`src/hw/rtl/i2cbe_pkg.sv`:
```
// ----------------------------------------------------------------------------
// i2cbe_pkg
// Shared types and constants of the I2C master bit engine.
// ----------------------------------------------------------------------------
package i2cbe_pkg;

   localparam int CMD_W       = 3;
   localparam int PHASE_W     = 2;
   localparam int BITCNT_W    = 4;
   localparam int TICK_W      = 8;
   localparam int PULSE_W     = 4;
   localparam int BYTE_W      = 8;
   localparam int REQ_DATA_W  = 16;
   localparam int RSP_DATA_W  = 16;
   localparam int QUEUE_DEPTH = 2;

   localparam logic [TICK_W-1:0]   PHASE_TICKS_RESET = 8'd7;
   localparam logic [BITCNT_W-1:0] BITS_PER_BYTE     = 4'd8;
   localparam logic [PULSE_W-1:0]  UNLOCK_PULSES     = 4'd9;

   localparam logic [CMD_W-1:0] CMD_IDLE   = 3'd0;
   localparam logic [CMD_W-1:0] CMD_START  = 3'd1;
   localparam logic [CMD_W-1:0] CMD_STOP   = 3'd2;
   localparam logic [CMD_W-1:0] CMD_SHIFT  = 3'd3;
   localparam logic [CMD_W-1:0] CMD_ACK    = 3'd4;
   localparam logic [CMD_W-1:0] CMD_UNLOCK = 3'd5;

   localparam logic [PHASE_W-1:0] PH_0 = 2'd0;
   localparam logic [PHASE_W-1:0] PH_1 = 2'd1;
   localparam logic [PHASE_W-1:0] PH_2 = 2'd2;
   localparam logic [PHASE_W-1:0] PH_3 = 2'd3;

   // one classified tick as it travels through the queue
   typedef struct packed {
      logic [CMD_W-1:0]  cmd;
      logic [BYTE_W-1:0] tx_byte;
      logic              ack_level;
      logic              sda_in;
   } item_type;

   typedef struct packed {
      logic              bus_busy;
      logic              ready_res;
      logic              done_res;
      logic              ack_sampled;
      logic [BYTE_W-1:0] rx_byte;
      logic              sda_out;
      logic              scl_out;
   } result_type;

endpackage

```
`src/hw/rtl/i2cbe_front.sv`:
```
// ----------------------------------------------------------------------------
// i2cbe_front
// Unpacks an incoming tick and classifies its command code.
// ----------------------------------------------------------------------------
module i2cbe_front
   import i2cbe_pkg::*;
(
   input  logic [REQ_DATA_W-1:0] data,
   input  logic [CMD_W-1:0]      req_type,
   output item_type              item
);

   always_comb begin
      item.tx_byte   = data[BYTE_W-1:0];
      item.ack_level = data[BYTE_W];
      item.sda_in    = data[BYTE_W+1];
      unique case (req_type)
         CMD_START, CMD_STOP, CMD_SHIFT, CMD_ACK, CMD_UNLOCK: item.cmd = req_type;
         default: item.cmd = CMD_IDLE;  // undefined codes act as plain ticks
      endcase
   end

endmodule

```
`src/hw/rtl/i2cbe_queue.sv`:
```
// ----------------------------------------------------------------------------
// i2cbe_queue
// Small FIFO that decouples the front classifier from the bit engine.
// ----------------------------------------------------------------------------
module i2cbe_queue
   import i2cbe_pkg::*;
#(
   parameter int DEPTH = QUEUE_DEPTH
)(
   input  logic     clock,
   input  logic     reset,
   input  logic     push,
   input  item_type push_item,
   output logic     not_full,
   input  logic     pop,
   output logic     not_empty,
   output item_type pop_item
);

   localparam int PTR_W = (DEPTH > 1) ? $clog2(DEPTH) : 1;
   localparam int CNT_W = $clog2(DEPTH + 1);
   localparam logic [PTR_W-1:0] LAST_PTR = PTR_W'(DEPTH - 1);
   localparam logic [CNT_W-1:0] FULL_CNT = CNT_W'(DEPTH);

   item_type          entry_ff [DEPTH];
   logic [PTR_W-1:0]  wr_ptr_ff, wr_ptr_in;
   logic [PTR_W-1:0]  rd_ptr_ff, rd_ptr_in;
   logic [CNT_W-1:0]  count_ff,  count_in;
   logic              do_push, do_pop;

   assign not_full  = (count_ff != FULL_CNT);
   assign not_empty = (count_ff != '0);
   assign do_push   = push && not_full;
   assign do_pop    = pop && not_empty;
   assign pop_item  = entry_ff[rd_ptr_ff];

   always_comb begin
      wr_ptr_in = wr_ptr_ff;
      rd_ptr_in = rd_ptr_ff;
      count_in  = count_ff;
      if (do_push) begin
         wr_ptr_in = (wr_ptr_ff == LAST_PTR) ? '0 : wr_ptr_ff + 1'b1;
      end
      if (do_pop) begin
         rd_ptr_in = (rd_ptr_ff == LAST_PTR) ? '0 : rd_ptr_ff + 1'b1;
      end
      if (do_push && !do_pop) begin
         count_in = count_ff + 1'b1;
      end else if (do_pop && !do_push) begin
         count_in = count_ff - 1'b1;
      end
   end

   always_ff @(posedge clock) begin
      if (reset) begin
         wr_ptr_ff <= '0;
         rd_ptr_ff <= '0;
         count_ff  <= '0;
      end else begin
         wr_ptr_ff <= wr_ptr_in;
         rd_ptr_ff <= rd_ptr_in;
         count_ff  <= count_in;
      end
   end

   always_ff @(posedge clock) begin
      if (do_push) begin
         entry_ff[wr_ptr_ff] <= push_item;
      end
   end

endmodule

```
`src/hw/rtl/i2cbe_back.sv`:
```
// ----------------------------------------------------------------------------
// i2cbe_back
// Bit engine: runs the line phase sequencer one tick per item and holds
// the result in an output register.
// ----------------------------------------------------------------------------
module i2cbe_back
   import i2cbe_pkg::*;
(
   input  logic              clock,
   input  logic              reset,
   input  logic              csr_wr_en,
   input  logic [TICK_W-1:0] csr_wr_data,
   input  logic              item_valid,
   input  item_type          item,
   output logic              item_pop,
   output logic              out_valid,
   input  logic              out_ready,
   output result_type        out_result
);

   logic [TICK_W-1:0]   phase_ticks_ff;
   logic [CMD_W-1:0]    cmd_ff,   cmd_in;
   logic [PHASE_W-1:0]  phase_ff, phase_in;
   logic [BITCNT_W-1:0] bit_ff,   bit_in;
   logic [BYTE_W-1:0]   shift_ff, shift_in;
   logic [TICK_W-1:0]   tick_ff,  tick_in;
   logic [PULSE_W-1:0]  pulse_ff, pulse_in;
   logic                scl_ff,   scl_in;
   logic                sda_ff,   sda_in;
   logic                ack_ff,   ack_in;
   logic [BYTE_W-1:0]   rx_ff,    rx_in;
   logic                valid_ff, valid_in;
   result_type          result_ff, result_in;
   logic [TICK_W-1:0]   limit;
   logic                done;

   assign item_pop   = item_valid && (!valid_ff || out_ready);
   assign out_valid  = valid_ff;
   assign out_result = result_ff;
   assign limit      = (phase_ticks_ff == '0) ? TICK_W'(1) : phase_ticks_ff;

   always_comb begin
      cmd_in   = cmd_ff;
      phase_in = phase_ff;
      bit_in   = bit_ff;
      shift_in = shift_ff;
      tick_in  = tick_ff;
      pulse_in = pulse_ff;
      scl_in   = scl_ff;
      sda_in   = sda_ff;
      ack_in   = ack_ff;
      rx_in    = rx_ff;
      done     = 1'b0;

      if (cmd_ff == CMD_IDLE) begin
         if (item.cmd != CMD_IDLE) begin
            cmd_in   = item.cmd;
            phase_in = PH_0;
            tick_in  = '0;
            unique case (item.cmd)
               CMD_START: begin
                  scl_in = 1'b1;
                  sda_in = 1'b1;
               end
               CMD_STOP: begin
                  scl_in = 1'b0;
                  sda_in = 1'b0;
               end
               CMD_SHIFT: begin
                  shift_in = item.tx_byte;
                  bit_in   = '0;
                  scl_in   = 1'b0;
                  sda_in   = item.tx_byte[BYTE_W-1];
               end
               CMD_ACK: begin
                  scl_in = 1'b0;
                  sda_in = item.ack_level;
               end
               default: begin
                  // unlock: a free bus finishes at once
                  pulse_in = '0;
                  if (item.sda_in) begin
                     scl_in = 1'b1;
                     sda_in = 1'b1;
                     done   = 1'b1;
                  end else begin
                     scl_in = 1'b0;
                  end
               end
            endcase
         end
      end else begin
         tick_in = tick_ff + 1'b1;
         if (tick_in >= limit) begin
            tick_in = '0;
            unique case (cmd_ff)
               CMD_START: begin
                  if (phase_ff == PH_0) begin
                     sda_in   = 1'b0;
                     phase_in = PH_1;
                  end else if (phase_ff == PH_1) begin
                     scl_in   = 1'b0;
                     phase_in = PH_2;
                  end else begin
                     done = 1'b1;
                  end
               end
               CMD_STOP: begin
                  if (phase_ff == PH_0) begin
                     scl_in   = 1'b1;
                     phase_in = PH_1;
                  end else begin
                     sda_in = 1'b1;
                     done   = 1'b1;
                  end
               end
               CMD_SHIFT: begin
                  if (phase_ff == PH_0) begin
                     scl_in   = 1'b1;
                     phase_in = PH_1;
                  end else if (phase_ff == PH_1) begin
                     shift_in = {shift_ff[BYTE_W-2:0], item.sda_in};
                     phase_in = PH_2;
                  end else begin
                     scl_in = 1'b0;
                     bit_in = bit_ff + 1'b1;
                     if (bit_in >= BITS_PER_BYTE) begin
                        rx_in = shift_ff;
                        done  = 1'b1;
                     end else begin
                        sda_in   = shift_ff[BYTE_W-1];
                        phase_in = PH_0;
                     end
                  end
               end
               CMD_ACK: begin
                  unique case (phase_ff)
                     PH_0: begin
                        scl_in   = 1'b1;
                        phase_in = PH_1;
                     end
                     PH_1: begin
                        ack_in   = item.sda_in;
                        phase_in = PH_2;
                     end
                     PH_2: begin
                        scl_in   = 1'b0;
                        phase_in = PH_3;
                     end
                     default: begin
                        sda_in = 1'b1;
                        done   = 1'b1;
                     end
                  endcase
               end
               CMD_UNLOCK: begin
                  if (phase_ff == PH_0) begin
                     scl_in   = 1'b1;
                     phase_in = PH_1;
                  end else if (phase_ff == PH_1) begin
                     scl_in   = 1'b0;
                     pulse_in = pulse_ff + 1'b1;
                     phase_in = (pulse_in >= UNLOCK_PULSES || item.sda_in) ? PH_2 : PH_0;
                  end else begin
                     scl_in = 1'b1;
                     sda_in = 1'b1;
                     done   = 1'b1;
                  end
               end
               default: begin
                  done = 1'b1;
               end
            endcase
         end
      end

      if (done) begin
         cmd_in   = CMD_IDLE;
         phase_in = PH_0;
         tick_in  = '0;
      end

      result_in.scl_out     = scl_in;
      result_in.sda_out     = sda_in;
      result_in.rx_byte     = rx_in;
      result_in.ack_sampled = ack_in;
      result_in.done_res    = done;
      result_in.ready_res   = (cmd_in == CMD_IDLE);
      result_in.bus_busy    = !item.sda_in;

      // hold the output until taken, load on every transfer from the queue
      if (item_pop) begin
         valid_in = 1'b1;
      end else if (out_ready) begin
         valid_in = 1'b0;
      end else begin
         valid_in = valid_ff;
      end
   end

   always_ff @(posedge clock) begin
      if (reset) begin
         phase_ticks_ff <= PHASE_TICKS_RESET;
         cmd_ff         <= CMD_IDLE;
         phase_ff       <= PH_0;
         bit_ff         <= '0;
         shift_ff       <= '0;
         tick_ff        <= '0;
         pulse_ff       <= '0;
         scl_ff         <= 1'b1;
         sda_ff         <= 1'b1;
         ack_ff         <= 1'b0;
         rx_ff          <= '0;
         valid_ff       <= 1'b0;
      end else begin
         if (csr_wr_en) begin
            phase_ticks_ff <= csr_wr_data;
         end
         if (item_pop) begin
            cmd_ff   <= cmd_in;
            phase_ff <= phase_in;
            bit_ff   <= bit_in;
            shift_ff <= shift_in;
            tick_ff  <= tick_in;
            pulse_ff <= pulse_in;
            scl_ff   <= scl_in;
            sda_ff   <= sda_in;
            ack_ff   <= ack_in;
            rx_ff    <= rx_in;
         end
         valid_ff <= valid_in;
      end
   end

   always_ff @(posedge clock) begin
      if (item_pop) begin
         result_ff <= result_in;
      end
   end

endmodule

```
`src/hw/rtl/i2c_master_bit_engine.sv`:
```
// ----------------------------------------------------------------------------
// i2c_master_bit_engine
// Open-drain I2C master bit engine, one timing tick per request transfer.
// Path: a request is held in the queue, then its result in the output register.
// Throughput: one tick per cycle while rsp_tready does not stall a held result.
// Reset: synchronous; empties the queue, idles the engine, drives the internal
// scl and sda levels high and loads phase_ticks with 7; result_ff is not reset.
// ----------------------------------------------------------------------------
module i2c_master_bit_engine
   import i2cbe_pkg::*;
#(
   parameter int QUEUE_DEPTH_P = QUEUE_DEPTH
)(
   input  logic                  clock,
   input  logic                  reset,
   input  logic                  csr_wr_en,
   input  logic [TICK_W-1:0]     csr_wr_data,   // phase_ticks
   input  logic                  req_tvalid,
   output logic                  req_tready,
   // [7:0] tx_byte, [8] ack_level, [9] sda_in, [15:10] zero
   input  logic [REQ_DATA_W-1:0] req_tdata,
   // [2:0] req_type
   input  logic [CMD_W-1:0]      req_tuser,
   output logic                  rsp_tvalid,
   input  logic                  rsp_tready,
   // [0] scl_out, [1] sda_out, [9:2] rx_byte, [10] ack_sampled, [11] done_res,
   // [12] ready_res, [13] bus_busy, [15:14] zero
   output logic [RSP_DATA_W-1:0] rsp_tdata
);

   item_type   front_item;
   item_type   queue_item;
   logic       queue_not_empty;
   logic       queue_pop;
   result_type result;

   i2cbe_front u_front (
      .data     (req_tdata),
      .req_type (req_tuser),
      .item     (front_item)
   );

   i2cbe_queue #(
      .DEPTH (QUEUE_DEPTH_P)
   ) u_queue (
      .clock     (clock),
      .reset     (reset),
      .push      (req_tvalid),
      .push_item (front_item),
      .not_full  (req_tready),
      .pop       (queue_pop),
      .not_empty (queue_not_empty),
      .pop_item  (queue_item)
   );

   i2cbe_back u_back (
      .clock       (clock),
      .reset       (reset),
      .csr_wr_en   (csr_wr_en),
      .csr_wr_data (csr_wr_data),
      .item_valid  (queue_not_empty),
      .item        (queue_item),
      .item_pop    (queue_pop),
      .out_valid   (rsp_tvalid),
      .out_ready   (rsp_tready),
      .out_result  (result)
   );

   assign rsp_tdata = {{(RSP_DATA_W - $bits(result_type)){1'b0}}, result};

endmodule
```
`config.mk`:
```
export PLATFORM = sky130hd
export DESIGN_NAME = i2c_master_bit_engine
export DESIGN_NICKNAME = d
export VERILOG_FILES = /design/src/hw/rtl/i2cbe_pkg.sv /design/src/hw/rtl/i2cbe_front.sv /design/src/hw/rtl/i2cbe_queue.sv /design/src/hw/rtl/i2cbe_back.sv /design/src/hw/rtl/i2c_master_bit_engine.sv
export SDC_FILE = /design/constraint.sdc
export NUM_CORES = 1
export LEC_CHECK = 0
export BUFFER_PORTS_ARGS = -buffer_cell sky130_fd_sc_hd__buf_2
export CAP_MARGIN = 20
export CORE_UTILIZATION = 50
export CTS_BUF_LIST = sky130_fd_sc_hd__clkbuf_4 sky130_fd_sc_hd__clkbuf_8 sky130_fd_sc_hd__clkbuf_16
export CTS_CLUSTER_SIZE = 30
export DETAILED_ROUTE_END_ITERATION = 10
export MAX_ROUTING_LAYER = met4
export PLACE_DENSITY = 0.69
export SLEW_MARGIN = 20
export SYNTH_ARGS = -nofsm -noshare
export SYNTH_HDL_FRONTEND = slang
export SYNTH_SLANG_ARGS = --single-unit
export TNS_END_PERCENT = 5
```
`constraint.sdc`:
```
create_clock -name clock -period 4.6 [get_ports clock]
set_input_delay 0.46 -clock clock [delete_from_list [all_inputs] [get_ports clock]]
set_output_delay 0.46 -clock clock [all_outputs]
set_load 0.05 [all_outputs]
```
==> results.yml <==
status:
  status: "finished clean"
drt:
  dr.pass1.iters: 4
  routedWlPerCell_um: 16.07
  wl_mm: 10.30
  vias: 3737
  route.detailed.drc: 0
  drt.antenna.violating_nets: 0
  dr.first_iter.drc_count: 261
  viasPerCell: 5.830
timing:
  fmax_mhz: 278.3
  drv_slew: 0
  fin_tns_setup_ns: 0
  worst_pin_slew_ns: 1.062
  slew_headroom_pct: 29.09
  fin_crit_ns: 3.593
  setup_viol: 0
  post-route-period-util_pct: 78.11
  skew_ns: 0.01241
  hold_viol: 0
  grt_setup_unrepaired: "no"
grt:
  grt.total_usage_pct: 22.00
  antenna_found_initial: 0
  grt_overflow: 0
  grt_pass1_vias: 3581
  grt_max_degree: 33
  grt_pass1_wl_mm: 17.08
synthesis:
  synth-seq-area-share_pct: 47.14
  synth_top_cell_by_area: "edfxtp_1"
  synth_area_mm2: 0.004841
  synth-async-reset-ratio_pct: 0
  synth.area.top_cells: "edfxtp_1 25%, dfxtp_1 22%, mux2i_1 5.4%"
  ys_top_cells_by_count: "54 x dfxtp_1, 40 x edfxtp_1, 38 x nor2_1"
  synth-seq-cells: 94
  ys.flop_type: "dfxtp_1"
  syn_inst: 477
  synth_cell_types: 69
  syn_avg_cell_area_um2: 10.15
  ys_warn_count: 0
  yosysMostFrequentCell: "dfxtp_1"
  synth_edf_count: 40
  synth_top_area_share_pct: 24.81
setup_path:
  startpoint: "u_back.tick_ff[2]"
  crit_fanout: 11
  crit_path_end_kind: "flop"
  crit_path_frequent_cell: "and3_1"
  worstPathCellList: "and3_1 > and3_1 > nand3_1 > xnor2_1 > ha_1 > and3_1 > a221o_1 > or2_1 > nand2_2 > mux2_2"
  start_kind: "flop"
  r2r_setup_slack_ns: 1.01
  crit_arrival_ns: 3.71
  r2r_end: "u_back.out_result[5]"
  rr_worst_depth: 10
  setup.worst_path.class: "reg -> reg"
  cp_slowest_cell: "a221o_1"
  critPathRequiredTime_ns: 4.72
  r2r-start: "u_back.tick_ff[2]"
  max_stage_delay_ns: 0.50
place:
  dp_hpwl_mm: 7.153
  placed_cells: 625
  port_buffers: 41
  place.gp.congestion: 0.8515
  placed_area_mm2: 0.005114
clock_network:
  cts-resized-gates: 0
  cts_root_buf: "clkbuf_8"
  htreeDepth: 3
  cts_sinks: 94
  clock_path_buffers: 2
  cts_tree: "done"
  cts_inserted_buffers: 9
  ctsHoldBuffers: 0
  clk_transition_reported_paths_ns: 0.10
  clkLatencyLatePin_ns: 0.36
  cts_setup_buffers: 0
min_path:
  min_to: "u_queue.entry_ff[0][8]"
  worstHoldStart: "req_tdata[6]"
  hold_path.class: "in -> reg"
  hold-path-cell-count: 1
floorplan:
  core_mm2: 0.009328
  start_util_pct: 51.90
  ios: 50
  dieArea_mm2: 0.01008
  die_x_um: 100.4
  die_y_um: 100.4
  rows: 35
cells_and_area:
  multi_input_comb_area_mm2: 0.002366
  fin_util_pct: 57.08
  fin_nets: 557
  final_area_mm2: 0.005324
  insertedDiodeCount: 0
  n_fill_cell: 850
  area_growth_pct: 9.977
  seq_area_mm2: 0.002282
  stdcell_count: 641
  drive_above_1_share_pct: 17.58
pwr:
  ir_worst_vdd_mv: 0.5673
  finalPower_w: 0.003184
  power_density_mw_per_mm2: 598.0
  p_leak_nw: 2.117
job:
  timing.max_cap.violations: 0
==> power by group <==
group | internal, W | total, W | leakage [nW] | switching (W)
Combinational | 0.000436 | 0.00138 | 1.19 | 0.000943
Sequential | 0.00106 | 0.00123 | 0.820 | 0.000169
Clock | 0.000268 | 0.000576 | 0.107 | 0.000308
==> routing by layer <==
metal	vias up	part of all wire (%)	routed length, um	global-route usage [%]
li1	1841	-	-	-
met1	1796	46	4717	28.32
met2	93	49	5009	36.20
met3	7	4.7	488	2.994
met4	0	0.81	83	6.466
met5	-	0	0	-
==> layout make-up <==
class / instances / share of cell area (%)
repair buffers: 45 / 4.418
multi-input cells: 338 / 44.44
flip-flops and latches: 94 / 42.87
clock inverters: 6 / 1.434
inverters: 19 / 1.340
clock buffers: 10 / 2.468
well taps: 129 / 3.032
==> registers in the layout, summed over array words and instances (netlist names), named ones only <==
signal / cells
u_back.ack_ff: 1
u_back.tick_ff: 8
u_back.phase_ticks_ff: 8
u_queue.rd_ptr_ff: 1
u_back.pulse_ff: 4
u_queue.wr_ptr_ff: 1
u_back.sda_ff: 1
u_queue.count_ff: 2
u_back.phase_ff: 2
u_queue.entry_ff: 26
u_back.cmd_ff: 3
u_back.shift_ff: 8
u_back.out_result: 14
u_back.bit_ff: 4
u_back.out_valid: 1
u_back.scl_ff: 1
u_back.rx_ff: 8
==> worst max-delay path by stage <==
stage	slack [ns]	cells after the start	endpoint
final	1.01	10	u_back.out_result[5]
after global routing	0.79	10	u_back.out_result[7]
after CTS	1.03	10	u_back.out_result[7]
after detailed placement	1.06	10	u_back.out_result[4]
after global placement	1.13	10	u_back.out_result[3]
after floorplan	1.43	12	u_back.out_result[2]
==> cell usage in the layout, fill, tap and decap left out, drive strengths merged, types with 7 or more instances in the layout <==
cell type and instances:
dfxtp 54, buf 45, edfxtp 40, nor2 38, a21oi 34, mux2i 26, nand2 26, o21ai 26
inv 22, ha 18, mux2 13, nor3 13, o211ai 10, clkbuf 10, o2111ai 9, nand3 8
xor2 8, nand2b 8, and3 7, a31oi 7
==> worst max-delay path: cells and delay by family (launching register included) <==
family	cells	cell delay, ns
xor+xnor	1	0.25
mux	1	0.36
compound gates	1	0.50
simple gates	6	1.52
fa+ha+maj	1	0.31
flops	1	0.42
==> kinds of logic after synthesis <==
kind of cell | synth area share, %
AO/OA/AOI/OAI | 18.95
XOR/XNOR | 2.533
adder cells (fa/ha/maj) | 4.652
buffers and inverters | 4.109
flip-flops | 47.14
multiplexers | 8.400
other | 0.07747
AND/OR/NAND/NOR | 14.14
==> per-stage QoR <==
stage | hold slack [ns] | setup slack [ns]
after global placement | 0.4603 | 1.128
final | 0.2878 | 1.007
after floorplan | 0.4437 | 1.426
after CTS | 0.2762 | 1.033
after detailed placement | 0.4748 | 1.064
after global routing | 0.2761 | 0.7868
Power figures use the tool's default switching activity.
